`config.mk`:
```
export PLATFORM = sky130hd
export DESIGN_NAME = led_ring_clock_frame_renderer
export DESIGN_NICKNAME = d
export VERILOG_FILES = /design/src/rtl/lrcfr_pkg.sv /design/src/rtl/lrcfr_pixel.sv /design/src/rtl/led_ring_clock_frame_renderer.sv
export SDC_FILE = /design/constraint.sdc
export NUM_CORES = 1
export LEC_CHECK = 0
export ABC_CLOCK_PERIOD_IN_PS = 15500
export BUFFER_PORTS_ARGS = -buffer_cell sky130_fd_sc_hd__buf_2
export CORE_MARGIN = 1.5
export CORE_UTILIZATION = 63
export CTS_CLUSTER_SIZE = 8
export DETAILED_ROUTE_END_ITERATION = 10
export PLACE_DENSITY_LB_ADDON = 0.08
export SLEW_MARGIN = 20
export SYNTH_ARGS = -nofsm -noshare
export SYNTH_HDL_FRONTEND = slang
export SYNTH_SLANG_ARGS = --single-unit
```
`constraint.sdc`:
```
create_clock -name clk -period 15.5 [get_ports clk]
set_input_delay 3.875 -clock clk [delete_from_list [all_inputs] [get_ports clk]]
set_output_delay 3.875 -clock clk [all_outputs]
set_load 0.01 [all_outputs]
```
`src/rtl/lrcfr_pkg.sv`:
```
`default_nettype none
// ----------------------------------------------------------------------------
// LED ring clock renderer package
// Shared types, codes and the rainbow color wheel, which is built at
// elaboration from a fixed-point sine rotation.
// ----------------------------------------------------------------------------
package lrcfr_pkg;

	// Ring geometry and fixed colors.
	localparam int RING_LEDS = 60;
	localparam int WHEEL_LEN = 121;
	localparam int SINE_LEN  = 161;
	localparam logic [5:0] PHASE_TOP = 6'd62;

	localparam logic [23:0] COLOR_MARKER        = 24'hd86c00;
	localparam logic [23:0] COLOR_MARKER_SILENT = 24'h646400;
	localparam logic [23:0] COLOR_MINUTE        = 24'h002000;
	localparam logic [23:0] COLOR_MINUTE_SILENT = 24'h006400;
	localparam logic [23:0] COLOR_HOUR          = 24'hf00000;
	localparam logic [23:0] COLOR_HOUR_SILENT   = 24'h640000;

	// Display modes.
	localparam logic [1:0] MODE_STATIC = 2'd0;
	localparam logic [1:0] MODE_ROTATE = 2'd1;
	localparam logic [1:0] MODE_SILENT = 2'd2;

	// Configuration register indexes.
	localparam logic [2:0] CFG_LED_OFFSET    = 3'd0;
	localparam logic [2:0] CFG_EVENING_START = 3'd1;
	localparam logic [2:0] CFG_NIGHT_START   = 3'd2;
	localparam logic [2:0] CFG_DAY_START     = 3'd3;
	localparam logic [2:0] CFG_DAY_BRIGHT    = 3'd4;
	localparam logic [2:0] CFG_EVENING_BRIGHT = 3'd5;
	localparam logic [2:0] CFG_MODE_WHEN_ON  = 3'd6;

	typedef enum logic {
		ST_IDLE,
		ST_RUN
	} state_t;

	// Per-frame drawing context handed to the pixel unit.
	typedef struct packed {
		logic [5:0] offm;        // twelve o'clock position, reduced mod 60
		logic [5:0] minute;      // minute, 0..59
		logic [5:0] hour_pos;    // five times the 12-hour value
		logic [5:0] phase;       // rainbow phase after this update
		logic [1:0] draw_mode;   // mode of the previous update
		logic [8:0] bright;      // dimming factor in 1/256 units
		logic       silent_dim;  // channels reduce to 0 or 1
	} frame_ctx_t;

	typedef logic [23:0] wheel_t [WHEEL_LEN];

	localparam longint Q_ONE = 64'sd1 <<< 60;

	// Taylor terms of sin(0.1), each one truncated from the one before.
	localparam longint SIN_TERM0 = Q_ONE / 10;
	localparam longint SIN_TERM1 = SIN_TERM0 / 600;
	localparam longint SIN_TERM2 = SIN_TERM1 / 2000;
	localparam longint SIN_TERM3 = SIN_TERM2 / 4200;
	localparam longint SIN_TERM4 = SIN_TERM3 / 7200;
	localparam longint SIN_TERM5 = SIN_TERM4 / 11000;
	localparam longint SIN_TERM6 = SIN_TERM5 / 15600;
	localparam longint SIN_TERM7 = SIN_TERM6 / 21000;
	localparam longint SIN_TERM8 = SIN_TERM7 / 27200;
	localparam longint SIN_TENTH = SIN_TERM0 - SIN_TERM1 + SIN_TERM2 - SIN_TERM3 +
		SIN_TERM4 - SIN_TERM5 + SIN_TERM6 - SIN_TERM7 + SIN_TERM8;

	// Taylor terms of cos(0.1), each one truncated from the one before.
	localparam longint COS_TERM1 = Q_ONE / 200;
	localparam longint COS_TERM2 = COS_TERM1 / 1200;
	localparam longint COS_TERM3 = COS_TERM2 / 3000;
	localparam longint COS_TERM4 = COS_TERM3 / 5600;
	localparam longint COS_TERM5 = COS_TERM4 / 9000;
	localparam longint COS_TERM6 = COS_TERM5 / 13200;
	localparam longint COS_TERM7 = COS_TERM6 / 18200;
	localparam longint COS_TERM8 = COS_TERM7 / 24000;
	localparam longint COS_TENTH = Q_ONE - COS_TERM1 + COS_TERM2 - COS_TERM3 +
		COS_TERM4 - COS_TERM5 + COS_TERM6 - COS_TERM7 + COS_TERM8;

	// Remainder by five of a six-bit value through a reciprocal multiply.
	function automatic logic [2:0] mod5_6b(input logic [5:0] x);
		logic [15:0] prod;
		logic [5:0]  q;
		logic [5:0]  r;
		prod = 16'(x) * 16'd205;
		q = prod[15:10];
		r = x - 6'(q * 6'd5);
		return r[2:0];
	endfunction

	// Unsigned Q60 product, truncated.
	function automatic logic [63:0] umul_q60(input logic [63:0] a, input logic [63:0] b);
		logic [127:0] prod;
		prod = 128'(a) * 128'(b);
		return prod[123:60];
	endfunction

	// Signed Q60 product, truncated toward zero.
	function automatic longint smul_q60(input longint a, input longint b);
		logic        neg;
		logic [63:0] ma;
		logic [63:0] mb;
		longint      r;
		neg = (a < 0) != (b < 0);
		ma = (a < 0) ? 64'(-a) : 64'(a);
		mb = (b < 0) ? 64'(-b) : 64'(b);
		r = longint'(umul_q60(ma, mb));
		return neg ? -r : r;
	endfunction

	// Map a Q60 sine value onto a channel level 1..255.
	function automatic logic [7:0] sine_to_channel(input longint s_in);
		longint      s;
		logic [63:0] p;
		logic [63:0] v;
		s = s_in;
		if (s < -Q_ONE) s = -Q_ONE;
		if (s > Q_ONE) s = Q_ONE;
		p = 64'(s + Q_ONE) >> 4;
		v = 64'd1 + ((64'd127 * p) >> 56);
		return (v > 64'd255) ? 8'd255 : v[7:0];
	endfunction

	// Color wheel: sine rotated in 0.1 rad steps, three phases per entry.
	function automatic wheel_t build_wheel();
		longint sn [SINE_LEN];
		longint s;
		longint c;
		longint ns;
		longint nc;
		int     t;
		wheel_t w;
		s = 0;
		c = Q_ONE;
		sn[0] = 0;
		for (t = 1; t < SINE_LEN; t++) begin
			ns = smul_q60(s, COS_TENTH) + smul_q60(c, SIN_TENTH);
			nc = smul_q60(c, COS_TENTH) - smul_q60(s, SIN_TENTH);
			s = ns;
			c = nc;
			sn[t] = s;
		end
		for (t = 0; t < WHEEL_LEN; t++) begin
			w[t] = {sine_to_channel(sn[t]), sine_to_channel(sn[t + 20]),
				sine_to_channel(sn[t + 40])};
		end
		return w;
	endfunction

	localparam wheel_t WHEEL = build_wheel();

endpackage
`default_nettype wire

```
`src/rtl/lrcfr_pixel.sv`:
```
`default_nettype none
// ----------------------------------------------------------------------------
// LED ring clock pixel unit
// Works out the color of one ring position from the frame context and dims
// it. The sequencer in the top level runs it once per LED.
// ----------------------------------------------------------------------------
module lrcfr_pixel
	import lrcfr_pkg::*;
(
	input  wire logic [5:0] pos,
	input  frame_ctx_t      ctx,
	output logic [7:0]      red,
	output logic [7:0]      green,
	output logic [7:0]      blue
);

	logic [5:0]  minute_idx;
	logic [6:0]  wheel_idx;
	logic [23:0] rainbow;
	logic [23:0] pixel;
	logic        draw_silent;

	// Dim one channel, or reduce it to a flag at night.
	function automatic logic [7:0] dim(input logic [7:0] c, input logic [8:0] b,
		input logic silent);
		logic [16:0] prod;
		prod = 17'(c) * 17'(b);
		if (silent) return (c != 8'd0) ? 8'd1 : 8'd0;
		return (prod[16] != 1'b0) ? 8'd255 : prod[15:8];
	endfunction

	// Minute index drawn at this position.
	always_comb begin
		if (pos >= ctx.offm) begin
			minute_idx = pos - ctx.offm;
		end else begin
			minute_idx = pos + 6'(RING_LEDS) - ctx.offm;
		end
	end

	// Rainbow color for an elapsed minute.
	always_comb begin
		wheel_idx = 7'(minute_idx) + 7'(ctx.phase);
		case (ctx.draw_mode)
			MODE_STATIC: rainbow = WHEEL[7'(minute_idx)];
			MODE_ROTATE: rainbow = (wheel_idx < 7'(WHEEL_LEN)) ? WHEEL[wheel_idx] : 24'd0;
			default:     rainbow = 24'd0;
		endcase
	end

	// Earlier drawing layers take priority: hour, minute, rainbow, marker.
	always_comb begin
		draw_silent = (ctx.draw_mode == MODE_SILENT);
		if (minute_idx == ctx.hour_pos) begin
			pixel = draw_silent ? COLOR_HOUR_SILENT : COLOR_HOUR;
		end else if (minute_idx == ctx.minute) begin
			pixel = draw_silent ? COLOR_MINUTE_SILENT : COLOR_MINUTE;
		end else if (minute_idx < ctx.minute && mod5_6b(pos) != 3'd0) begin
			pixel = rainbow;
		end else if (mod5_6b(minute_idx) == 3'd0) begin
			pixel = draw_silent ? COLOR_MARKER_SILENT : COLOR_MARKER;
		end else begin
			pixel = 24'd0;
		end
	end

	assign red   = dim(pixel[23:16], ctx.bright, ctx.silent_dim);
	assign green = dim(pixel[15:8], ctx.bright, ctx.silent_dim);
	assign blue  = dim(pixel[7:0], ctx.bright, ctx.silent_dim);

endmodule
`default_nettype wire

```
`src/rtl/led_ring_clock_frame_renderer.sv`:
```
`default_nettype none
// ----------------------------------------------------------------------------
// LED ring clock frame renderer
// Turns a time update into a 60-LED ring frame with hour markers, rainbow
// minutes and solid minute and hour LEDs, dimmed for day, evening or night.
// ----------------------------------------------------------------------------
// Usage:
// A time update (hour, minute) enters on the s_axis channel. The block then
// emits 60 result transactions on m_axis, ring positions 0 to 59 in order,
// with tlast on position 59. One pixel unit renders and dims one LED per
// cycle while the receiver does not stall; the frame context is registered
// with the input transaction and each result goes through the output
// register. s_axis_tready is low from the input transaction until the cycle
// after the last result is taken, so the block takes no new update before
// the frame is through. When m_axis_tready is low, the current result holds
// and rendering pauses. The frame is drawn with the mode left by the previous
// update and dimmed with the mode of this one.
// Configuration writes on the cfg channel are always taken and must happen
// while the block is idle. Reset clears the sequencer, restores the register
// defaults, sets the rainbow phase to 62 and the mode to rotating rainbow.
// ----------------------------------------------------------------------------
module led_ring_clock_frame_renderer
	import lrcfr_pkg::*;
(
	input  wire logic        clk,
	input  wire logic        arst_n,
	// Time updates. tdata: hour [7:0], minute [15:8].
	input  wire logic        s_axis_tvalid,
	output logic             s_axis_tready,
	input  wire logic [15:0] s_axis_tdata,
	// LED colors. tdata: led_index [5:0], red [13:6], green [21:14],
	// blue [29:22], zero [31:30]. tlast: last_led.
	output logic             m_axis_tvalid,
	input  wire logic        m_axis_tready,
	output logic [31:0]      m_axis_tdata,
	output logic             m_axis_tlast,
	// Configuration writes.
	input  wire logic        cfg_valid,
	output logic             cfg_ready,
	input  wire logic [2:0]  cfg_index,
	input  wire logic [8:0]  cfg_data
);

	state_t      state_q;
	state_t      state_next;

	logic [5:0]  led_offset_q;
	logic [4:0]  evening_start_q;
	logic [4:0]  night_start_q;
	logic [4:0]  day_start_q;
	logic [8:0]  day_bright_q;
	logic [8:0]  evening_bright_q;
	logic [1:0]  mode_when_on_q;
	logic [5:0]  phase_q;
	logic [1:0]  mode_q;

	frame_ctx_t  ctx_q;
	logic [5:0]  pos_q;
	logic        out_valid_q;
	logic [29:0] out_data_q;
	logic        out_last_q;

	logic        in_accept;
	logic        advance;
	logic        frame_done;

	logic [7:0]  hour_in;
	logic [7:0]  minute_in;
	logic [3:0]  hour12;
	logic [7:0]  hour_less12;
	logic [1:0]  mode_new;
	logic [8:0]  bright_new;
	logic [5:0]  phase_new;

	logic [7:0]  px_red;
	logic [7:0]  px_green;
	logic [7:0]  px_blue;

	assign hour_in    = s_axis_tdata[7:0];
	assign minute_in  = s_axis_tdata[15:8];
	assign in_accept  = s_axis_tvalid && s_axis_tready;
	assign advance    = !out_valid_q || m_axis_tready;
	assign frame_done = (pos_q == 6'(RING_LEDS));
	assign cfg_ready  = 1'b1;

	// Hour folded onto the dial.
	always_comb begin
		hour_less12 = hour_in - 8'd12;
		if (hour_in < 8'd12) begin
			hour12 = hour_in[3:0];
		end else if (hour_less12 < 8'd12) begin
			hour12 = hour_less12[3:0];
		end else begin
			hour12 = 4'd0;
		end
	end

	// Day, evening or night from the raw hour.
	always_comb begin
		if (hour_in >= 8'(evening_start_q) && hour_in < 8'(night_start_q)) begin
			mode_new   = mode_when_on_q;
			bright_new = evening_bright_q;
		end else if (hour_in >= 8'(night_start_q) || hour_in < 8'(day_start_q)) begin
			mode_new   = MODE_SILENT;
			bright_new = 9'd0;
		end else begin
			mode_new   = mode_when_on_q;
			bright_new = day_bright_q;
		end
		phase_new = (phase_q != 6'd0) ? phase_q - 6'd1 : PHASE_TOP;
	end

	// Sequencer: next state and input ready.
	always_comb begin
		state_next    = state_q;
		s_axis_tready = 1'b0;
		unique case (state_q)
			ST_IDLE: begin
				s_axis_tready = 1'b1;
				if (s_axis_tvalid) state_next = ST_RUN;
			end
			ST_RUN: begin
				if (frame_done && advance) state_next = ST_IDLE;
			end
			default: state_next = ST_IDLE;
		endcase
	end

	always_ff @(posedge clk or negedge arst_n) begin
		if (!arst_n) begin
			state_q <= ST_IDLE;
		end else begin
			state_q <= state_next;
		end
	end

	// Configuration registers.
	always_ff @(posedge clk or negedge arst_n) begin
		if (!arst_n) begin
			led_offset_q     <= 6'd0;
			evening_start_q  <= 5'd19;
			night_start_q    <= 5'd21;
			day_start_q      <= 5'd7;
			day_bright_q     <= 9'd38;
			evening_bright_q <= 9'd18;
			mode_when_on_q   <= MODE_ROTATE;
		end else if (cfg_valid && cfg_ready) begin
			unique case (cfg_index)
				CFG_LED_OFFSET:     led_offset_q     <= cfg_data[5:0];
				CFG_EVENING_START:  evening_start_q  <= cfg_data[4:0];
				CFG_NIGHT_START:    night_start_q    <= cfg_data[4:0];
				CFG_DAY_START:      day_start_q      <= cfg_data[4:0];
				CFG_DAY_BRIGHT:     day_bright_q     <= cfg_data;
				CFG_EVENING_BRIGHT: evening_bright_q <= cfg_data;
				CFG_MODE_WHEN_ON: begin
					if (cfg_data[1:0] != 2'd3) mode_when_on_q <= cfg_data[1:0];
				end
				default: ;
			endcase
		end
	end

	// Mode and rainbow phase advance once per update.
	always_ff @(posedge clk or negedge arst_n) begin
		if (!arst_n) begin
			phase_q <= PHASE_TOP;
			mode_q  <= MODE_ROTATE;
		end else if (in_accept) begin
			phase_q <= phase_new;
			mode_q  <= mode_new;
		end
	end

	// Frame context captured with the update; drawing keeps the old mode.
	always_ff @(posedge clk) begin
		if (in_accept) begin
			ctx_q.offm       <= (led_offset_q >= 6'(RING_LEDS)) ?
				led_offset_q - 6'(RING_LEDS) : led_offset_q;
			ctx_q.minute     <= (minute_in >= 8'(RING_LEDS)) ? 6'd0 : minute_in[5:0];
			ctx_q.hour_pos   <= 6'(hour12) * 6'd5;
			ctx_q.phase      <= phase_new;
			ctx_q.draw_mode  <= mode_q;
			ctx_q.bright     <= bright_new;
			ctx_q.silent_dim <= (mode_new == MODE_SILENT);
		end
	end

	lrcfr_pixel u_pixel (
		.pos   (pos_q),
		.ctx   (ctx_q),
		.red   (px_red),
		.green (px_green),
		.blue  (px_blue)
	);

	// LED position counter and output valid.
	always_ff @(posedge clk or negedge arst_n) begin
		if (!arst_n) begin
			pos_q       <= 6'd0;
			out_valid_q <= 1'b0;
		end else if (in_accept) begin
			pos_q <= 6'd0;
		end else if (state_q == ST_RUN && advance) begin
			if (!frame_done) begin
				pos_q       <= pos_q + 6'd1;
				out_valid_q <= 1'b1;
			end else begin
				out_valid_q <= 1'b0;
			end
		end
	end

	// Output register holds the result while the receiver stalls.
	always_ff @(posedge clk) begin
		if (state_q == ST_RUN && advance && !frame_done) begin
			out_data_q <= {px_blue, px_green, px_red, pos_q};
			out_last_q <= (pos_q == 6'(RING_LEDS - 1));
		end
	end

	assign m_axis_tvalid = out_valid_q;
	assign m_axis_tdata  = {2'b00, out_data_q};
	assign m_axis_tlast  = out_last_q;

endmodule
`default_nettype wire
```
==> results.md, run 1 <==
Outcome:
- The run finished with clean final reports.

CTS:
- The longest clock path from root to sink contains 2 buffers.
- The clock net in this run drives a total of 124 sinks.
- The number of buffers inserted to repair setup after CTS is 0.
- The clock slew at the register clock pins of the worst setup and hold paths is 60 ps.
- For the worst-skew pair, the clock arrives at the later sink with an insertion delay of 460 ps.
- The number of buffers inserted for hold repair after clock tree synthesis is 0.
- Gates resized during post-CTS repair numbered 0.
- Clock tree synthesis selected as its root buffer the cell clkbuf_16.
- TritonCTS built the clock tree.
- The H-tree depth is 4.
- The clock buffer count from CTS is 17.

Critical path:
- The worst register-to-register path has a depth of 50.
- The startpoint type of the worst setup path is a flip-flop.
- At the worst endpoint, the required time is 15670 ps.
- The cell type of the slowest stage on the worst timing path is ha_1.
- The source of the worst register-to-register timing path is pos_q[0].
- The dominant cell type by count on the critical path is fa_1.
- The maximum cell stage delay along the critical path is 970 ps.
- The capture instance of the worst register-to-register path is out_data_q[9].
- The setup path with the least slack is of type reg -> reg.
- In this run the register-to-register setup slack is 1340 ps.
- At the worst endpoint, the arrival time is 14330 ps.
- Of all nets on the critical path, the largest fanout is 33.
- STA classifies the critical path endpoint as a flip-flop.

Finish:
- The fraction of final layout cells with drive strength greater than 1 is 10.2%.
- The filler cells instantiated in the layout total 2713.
- The layout overhead on the synthesized area is 5.28%.
- The number of antenna diodes in the final layout is 0.
- The final-stage net count is 2868.

Synth:
- In the synthesized netlist, mux cells make up 3.94% of the area.
- The number of warnings reported in the yosys synthesis log is 0.
- Sorting the synthesized cells by area gives the leading types as fa_1 14%, ha_1 13%, edfxtp_1 9.8%.
- After Yosys synthesis, XOR and XNOR cells account for 3.08% of the synthesized area.
- After synthesis, flip-flops and latches occupy 16.8% of the total area.
- The post-synthesis instance area is 0.0206 mm².
- The post-synthesis share of cell area spent on full adders, half adders and majority gates is 27.1%.
- The number of storage elements in the synthesis netlist is 124.
- The share of the synthesized area in compound gates (AO/OA/AOI/OAI) is 22.4%.
- The leading register cell type out of synthesis is edfxtp_1.
- After Yosys synthesis, and, or, nand and nor cells account for 18.5% of the synthesized area.
- Of all cell types, the one taking the most synthesized area is fa_1.
- A synthesized cell averages 8.18 µm².
- Synthesis produced 2516 cells.
- The number of unique standard cell types used by synthesis is 106.
- The share of synthesized area in the top cell type comes to 13.8%.
- Counting flops with a built-in enable in the synthesized netlist gives 67.
- The combinational family with the most area after synthesis is adder cells.
- The fraction of registers with async set or reset after synthesis is 46.0%.

Global routing:
- The first-pass GRT wire length is 104 mm.
- In the global route stage, met1 resource usage came out at 51.4%.
- The global route total overflow is 0.
- The number of global-route vias before repair is 19400.
- The met3 demand-to-capacity share in global routing is 8.95%.
- The busiest metal layer after global routing is met2.
- Entering global routing, the biggest net connects 58 pins.
- The met2 usage in global routing is 60.9%.
- The initial antenna violation count is 1.
- Global routing consumed, over all layers together, 39.3% of the routing resources.

Timing:
- At the pin with the least slew margin, the transition time is 1290 ps.
- The worst slew slack as a fraction of its limit is 12.6%.
- The period utilization is 91.3%.
- The final number of setup-violating endpoints is 0.
- The final hold violation count is 0.
- The final critical delay including setup and external delays is 14160 ps.
- The final max-slew violation count came to 0.
- After routing, the total negative slack on setup checks comes to 0 ps.
- Setup repair after global routing left no endpoint under its margin.
- The worst clock skew on the final layout is 14.6 ps.
- The fmax is 0.0706 GHz.

Routing:
- The via total after detailed routing is 19700.
- After the first detailed-routing iteration, the DRC count stood at 2467.
- The remaining design rule violation count is 0.
- The per-cell routed wire length is 22.2 µm.
- Summed over all layers, the routed wires come to 64.9 mm.
- Using the TritonRoute via totals, the vias-per-cell ratio works out to 6.75.
- Before antenna repair, the detailed router went through 7 iterations.
- The number of antenna-violating nets in the routed design is 0.

Placement:
- The HPWL after detailed placement is 46.1 mm.
- Routability-driven placement finished with a final weighted congestion of 1.07.
- The port buffer count is 65.

Die:
- The total area inside the core boundary comes to 0.0319 mm².
- The effective utilization at floorplan is 64.5%.
- The floorplan has 65 rows.
- In this run the vertical extent of the chip is 184 µm.
- The I/O pin count is 69.
- Measured along the x axis, the die boundary spans 184 µm.
- The die footprint is 0.0338 mm².

Hold path:
- The worst hold path was traced through 0 stages.
- For hold timing, the worst endpoint is ctx_q[30].
- The worst hold path begins at led_offset_q[0].
- The class of the most critical hold timing path is reg -> reg.

Run:
- Across the run, the number of max-cap violations was 0.
## sequential cells by signal, indices dropped and copies added (netlist names)
| name | flops |
|---|---|
| ctx_q | 36 |
| out_data_q | 30 |
| day_bright_q | 9 |
| evening_bright_q | 9 |
| led_offset_q | 6 |
| phase_q | 6 |
| pos_q | 6 |
| day_start_q | 5 |
| evening_start_q | 5 |
| night_start_q | 5 |
| mode_q | 2 |
| mode_when_on_q | 2 |
| m_axis_tlast | 1 |
| m_axis_tvalid | 1 |
| state_q | 1 |
## routing by layer
metal | routed length (µm) | part of all wire [%]
met3 | 6950 | 11
met2 | 28900 | 45
met5 | 0 | 0
met4 | 3370 | 5.2
met1 | 25600 | 40
## cell families after synthesis
logic type      after synthesis
compound gates              687
xor+xnor                     69
fa+ha+maj                   360
buf+inv                     417
flops                       124
mux                          68
other cells                   2
simple gates                789
## how the worst max path moves through the flow
stage | endpoint | startpoint | slack (ps) | depth (start not counted)
4_1_cts | out_data_q[15] | pos_q[0] | 1490 | 54
6_report | out_data_q[9] | pos_q[0] | 1340 | 50
3_5_place_dp | out_data_q[15] | pos_q[0] | 1510 | 54
2_1_floorplan | out_data_q[15] | pos_q[0] | 2640 | 57
3_3_place_gp | out_data_q[15] | pos_q[0] | 1930 | 54
5_1_grt | out_data_q[17] | pos_q[0] | 450 | 54
## per-stage QoR
step / instances / util [%] / cell area (µm²) / setup WS [ps] / hold WS, ps
2_1_floorplan: 2517 / - / 20600 / 2640 / 421
3_3_place_gp: 2891 / 66.0 / 21100 / 1930 / 435
3_5_place_dp: 2891 / 66.0 / 21100 / 1510 / 435
4_1_cts: 2923 / 67.9 / 21600 / 1490 / 450
5_1_grt: 2924 / 68.0 / 21700 / 450 / 470
6_report: 2924 / 68.0 / 21700 / 1340 / 449
## placed cells by master (no fill, tap or decap), drive strengths merged, types with 15 or more instances in the layout
master  count
a211oi     42
a21o       22
a21oi     175
a221oi     26
a311oi     17
a31oi      31
and2      108
and3       15
buf       101
clkbuf     17
dfrtp      36
dfstp      21
edfxtp     67
fa        142
ha        217
inv       264
mux2       34
mux2i      27
nand2     254
nand2b     18
nand3      65
nor2      171
nor2b      15
nor3       71
nor4       19
o211ai     39
o21a       20
o21ai     163
o221ai     16
o22ai      16
o311ai     23
xnor2      45
xor2       23
## final cells by class
type | instances | area (µm²) | share of cell area, %
clock inverters | 15 | 161 | 0.745
well taps | 435 | 544 | 2.51
inverters | 256 | 961 | 4.44
multi-input cells | 1976 | 15500 | 71.6
clock buffers | 17 | 425 | 1.96
repair buffers | 101 | 603 | 2.78
flip-flops and latches | 124 | 3460 | 16.0
## synthesized netlist by cell type (6+ instances only)
cell type	n
nand4_1	11
buf_2	43
a221oi_1	25
nor3_1	68
o221ai_1	15
or2_2	6
xnor2_1	45
a311oi_1	17
nor2b_1	15
mux2i_1	27
buf_1	25
a22oi_1	8
a31oi_1	29
fa_1	142
xor2_1	21
o311ai_0	20
a2111oi_0	12
nand2_1	253
inv_1	249
o21ai_0	150
and2_1	108
a211oi_1	41
ha_1	217
o21ai_1	10
a21oi_1	171
dfrtp_1	36
and3_1	14
nor2_1	169
mux4_2	7
o22ai_1	16
o31ai_1	7
or3_1	11
mux2_2	33
a211o_1	8
edfxtp_1	67
a21o_1	22
nor3b_1	6
nand2b_1	18
nor4_1	19
o211ai_1	37
nand3_1	64
dfstp_2	21
o21a_1	19
clkbuf_1	83
## critical path: cells and delay by family, from the launching register on
| kind | cells | cell delay [ps] |
|---|---|---|
| AO/OA/AOI/OAI | 18 | 4990 |
| XOR/XNOR | 7 | 1360 |
| AND/OR/NAND/NOR | 7 | 1110 |
| adder cells (fa/ha/maj) | 11 | 5020 |
| flip-flops | 1 | 540 |
| buffers and inverters | 7 | 820 |
Power of run 1 is left out: the tool's default activity adds up to more than one toggle a clock period on the data nets, which glitch-free logic cannot reach.
==> run 2, diff against run 1 <==
--- a/config.mk
+++ b/config.mk
@@ -8,11 +8,12 @@
 export ABC_CLOCK_PERIOD_IN_PS = 15500
 export BUFFER_PORTS_ARGS = -buffer_cell sky130_fd_sc_hd__buf_2
 export CORE_MARGIN = 1.5
-export CORE_UTILIZATION = 63
+export CORE_UTILIZATION = 35
 export CTS_CLUSTER_SIZE = 8
 export DETAILED_ROUTE_END_ITERATION = 10
 export PLACE_DENSITY_LB_ADDON = 0.08
 export SLEW_MARGIN = 20
 export SYNTH_ARGS = -nofsm -noshare
 export SYNTH_HDL_FRONTEND = slang
+export SYNTH_HIERARCHICAL = 1
 export SYNTH_SLANG_ARGS = --single-unit
==> results.md, run 2 <==
Critical path:
- The startpoint type of the worst setup path is a flip-flop (unchanged).
- The maximum cell stage delay along the critical path is 710 ps (was 970 ps).
- The category of the critical setup timing path is reg -> reg (unchanged).
- The critical-path maximum fanout was 52 (was 33).
- The category of cells accounting for the largest share of critical-path delay is adder cells (unchanged).
- The required time of the worst setup path is 15700 ps (was 15670 ps).
- The dominant cell type by count on the critical path is inv_1 (was fa_1).
- The cell type of the slowest stage on the worst timing path is dfrtp_1 (was ha_1).
- The total buffers and inverters traversed by the critical path came to 11 (was 7).
- The arrival time of the worst setup path is 13840 ps (was 14330 ps).
- The endpoint kind of the worst setup timing path is a flip-flop (unchanged).

Finish:
- The cell area after layout is 0.0220 mm² (was 0.0217 mm²).
- Leading cell types in the layout, fill and taps excluded: 232 x inv_1, 223 x nand2_1, 216 x ha_1 (was 252 x nand2_1, 247 x inv_1, 217 x ha_1).
- The flip-flop count of the largest register after layout is 36 (unchanged).
- The layout overhead on the synthesized area was 7.74% (was 5.28%).
- The most common library cell in the layout ignoring fill and taps is inv_1 (was nand2_1).
- The largest register by flop count is ctx_q (unchanged).
- The final-stage net count is 2846 (was 2868).
- The filler cell count in the final layout is 5972 (was 2713).
- Largest registers: ctx_q x36, out_data_q x30 (unchanged).
- The count of antenna diodes in the layout came to 0 (unchanged).
- The fraction of final layout cells with drive strength greater than 1 is 10.3% (was 10.2%).

Global routing:
- The met1 layer usage reported by global route is 32.6% (was 51.4%).
- The initial antenna violation count was 1 (unchanged).
- The first-pass GRT wire length is 112 mm (was 104 mm).
- The met2 usage in global routing is 38.2% (was 60.9%).
- The combined global-route utilization of all metal layers is 24.1% (was 39.3%).
- The met3 demand-to-capacity share in global routing is 4.32% (was 8.95%).
- The global route total overflow is 0 (unchanged).
- The maximum number of pins on one net before global-route repair is 65 (was 58).
- The busiest metal layer after global routing is met2 (unchanged).
- The number of global-route vias before repair is 19000 (was 19400).

Synth:
- The number of enable flip-flop cells after synthesis is 67 (unchanged).
- The cell taking the most area after synthesis was fa_1 (unchanged).
- The post-synthesis xor/xnor area fraction came to 3.12% (was 3.08%).
- The cell count after synthesis is 2477 (was 2516).
- The sequential cell area fraction in the yosys report is 17.0% (was 16.8%).
- The mux contribution to synthesized area is 3.17% (was 3.94%).
- Top cells by count, synth: 233 x inv_1, 223 x nand2_1, 216 x ha_1 (was 253 x nand2_1, 249 x inv_1, 217 x ha_1).
- The share of Yosys cell area claimed by the top area cell type was 13.9% (was 13.8%).
- The number of storage elements in the synthesis netlist is 124 (unchanged).
- The most frequently used cell type in the post-synthesis netlist was inv_1 (was nand2_1).
- The post-synthesis instance area is 0.0204 mm² (was 0.0206 mm²).
- The leading register cell type out of synthesis is edfxtp_1 (unchanged).
- The synthesized area divided by synthesized cell count came to 8.23 µm² (was 8.18 µm²).
- Leading cell types by total area after synthesis: fa_1 14%, ha_1 13%, edfxtp_1 9.9% (was fa_1 14%, ha_1 13%, edfxtp_1 9.8%).
- The number of warnings reported in the yosys synthesis log is 6 (was 0).
- The post-synthesis share of cell area spent on full adders, half adders and majority gates is 27.2% (was 27.1%).
- The combinational family with the most area after synthesis is adder cells (unchanged).
- The fraction of registers with async set or reset after synthesis came to 46.0% (unchanged).
- The synthesized-area fraction occupied by and/or/nand/nor cells is 18.9% (was 18.5%).
- The share of the synthesized area in compound gates (AO/OA/AOI/OAI) was 22.6% (was 22.4%).
- The number of unique standard cell types used by synthesis is 116 (was 106).

Routing:
- The final wirelength is 70.7 mm (was 64.9 mm).
- The iteration count of the initial detailed-routing pass was 6 (was 7).
- The per-cell routed wire length came to 21.9 µm (was 22.2 µm).
- The remaining design rule violation count is 0 (unchanged).
- The via total after detailed routing is 18900 (was 19700).
- The initial detailed-routing violation count is 1642 (was 2467).
- The number of vias per cell is 5.85 (was 6.75).
- The number of antenna-violating nets in the routed design is 0 (unchanged).

CTS:
- The number of buffers inserted to repair setup after CTS was 0 (unchanged).
- The number of cells upsized or downsized after cts is 0 (unchanged).
- The clock slew at the register clock pins of the worst setup and hold paths is 60 ps (about the same).
- The number of buffers inserted for hold repair after clock tree synthesis came to 0 (unchanged).
- The clock latency reported for the late side of the worst-skew pair was 480 ps (was 460 ps).
- The H-tree depth is 4 (unchanged).
- The total clock sinks came to 124 (unchanged).
- The maximum buffer depth of the clock tree is 2 (unchanged).
- The clock root buffer is clkbuf_16 (unchanged).
- The clock buffer count from CTS is 17 (unchanged).
- The TritonCTS clock tree is done (unchanged).

Timing:
- The fmax came to 0.0733 GHz (was 0.0706 GHz).
- The final hold violation count is 0 (unchanged).
- The slew at the pin closest to its max-slew limit is 1100 ps (was 1290 ps).
- The period utilization is 88.0% (was 91.3%).
- The minimum hold slack is 449 ps (about the same).
- The total negative setup slack is 0 ps (unchanged).
- Setup repair after global routing missed its margin: no (unchanged).
- The final max-slew violation count is 0 (unchanged).
- The final number of setup-violating endpoints is 0 (unchanged).
- The worst slew slack as a fraction of its limit is 25.6% (was 12.6%).
- The final critical delay including setup and external delays is 13640 ps (was 14160 ps).
- The worst clock skew on the final layout is 17.3 ps (was 14.6 ps).

Run:
- The max-capacitance violation count is 0 (unchanged).

Placement:
- The final weighted congestion in routability-driven placement is 0.913 (was 1.07).
- The port buffer count came to 65 (unchanged).
- The area after detailed placement came to 0.0214 mm² (was 0.0211 mm²).
- The placed wire-length estimate after detailed placement is 51.2 mm (was 46.1 mm).

Die:
- The floorplan die width is 244 µm (was 184 µm).
- The area of the core is 0.0576 mm² (was 0.0319 mm²).
- The I/O pin count came to 69 (unchanged).
- The effective utilization at floorplan is 35.4% (was 64.5%).
- The die footprint is 0.0597 mm² (was 0.0338 mm²).
- The height of the chip is 244 µm (was 184 µm).
- The number of cell rows is 88 (was 65).

Hold path:
- The class of the most critical hold timing path is reg -> reg (unchanged).

Outcome:
- Status: complete, no violations (unchanged).
## run 2: logic make-up (layout without fill, tap and decap cells)
family	after synthesis	in the layout
and+or+nand+nor	787	787
AOI/OAI and AO/OA	685	685
buffers and inverters	398	388
adders and majority gates	358	358
DFF	124	124
xor gates and xnor gates	67	67
muxes	56	56
other	2	3
## run 2: per-stage QoR
stage | cells | utilization [%] | worst slack (ps)
global placement | 3201 | 37.1 | 2110
finish | 3233 | 38.1 | 1860
floorplan | 2478 | - | 3110
global route | 3233 | 38.1 | 699
detailed placement | 3201 | 37.1 | 1870
CTS | 3233 | 38.1 | 1820
## run 2: worst paths after layout
kind	start	endpoint	slack [ps]	cells past startpoint
hold / removal	led_offset_q[1]	ctx_q[31]	450	0
min in group asynchronous	arst_n	m_axis_tvalid	3550	2
max in group asynchronous	arst_n	evening_bright_q[5]	11400	2
setup / recovery	pos_q[2]	out_data_q[10]	1860	52
hold reg to reg	led_offset_q[1]	ctx_q[31]	450	0
setup reg to reg	pos_q[2]	out_data_q[10]	1860	52
## run 2: area by class of cell
| class | instances | area, µm² | share of cell area [%] |
|---|---|---|---|
| Clock buffer | 19 | 433 | 1.97 |
| Clock inverter | 13 | 166 | 0.758 |
| Inverter | 243 | 912 | 4.15 |
| Tap cell | 765 | 957 | 4.36 |
| Sequential cell | 124 | 3460 | 15.8 |
| Multi-Input combinational cell | 1956 | 15300 | 69.9 |
| Timing Repair Buffer | 113 | 686 | 3.12 |
## run 2: layer usage
layer  vias up  part of all wire, %
met5         -                0.017
met4         2                  3.0
met3       122                  6.1
met2       669                   46
met1      9335                   45
li1       8788                    -
Power of run 2 is left out for the same reason.
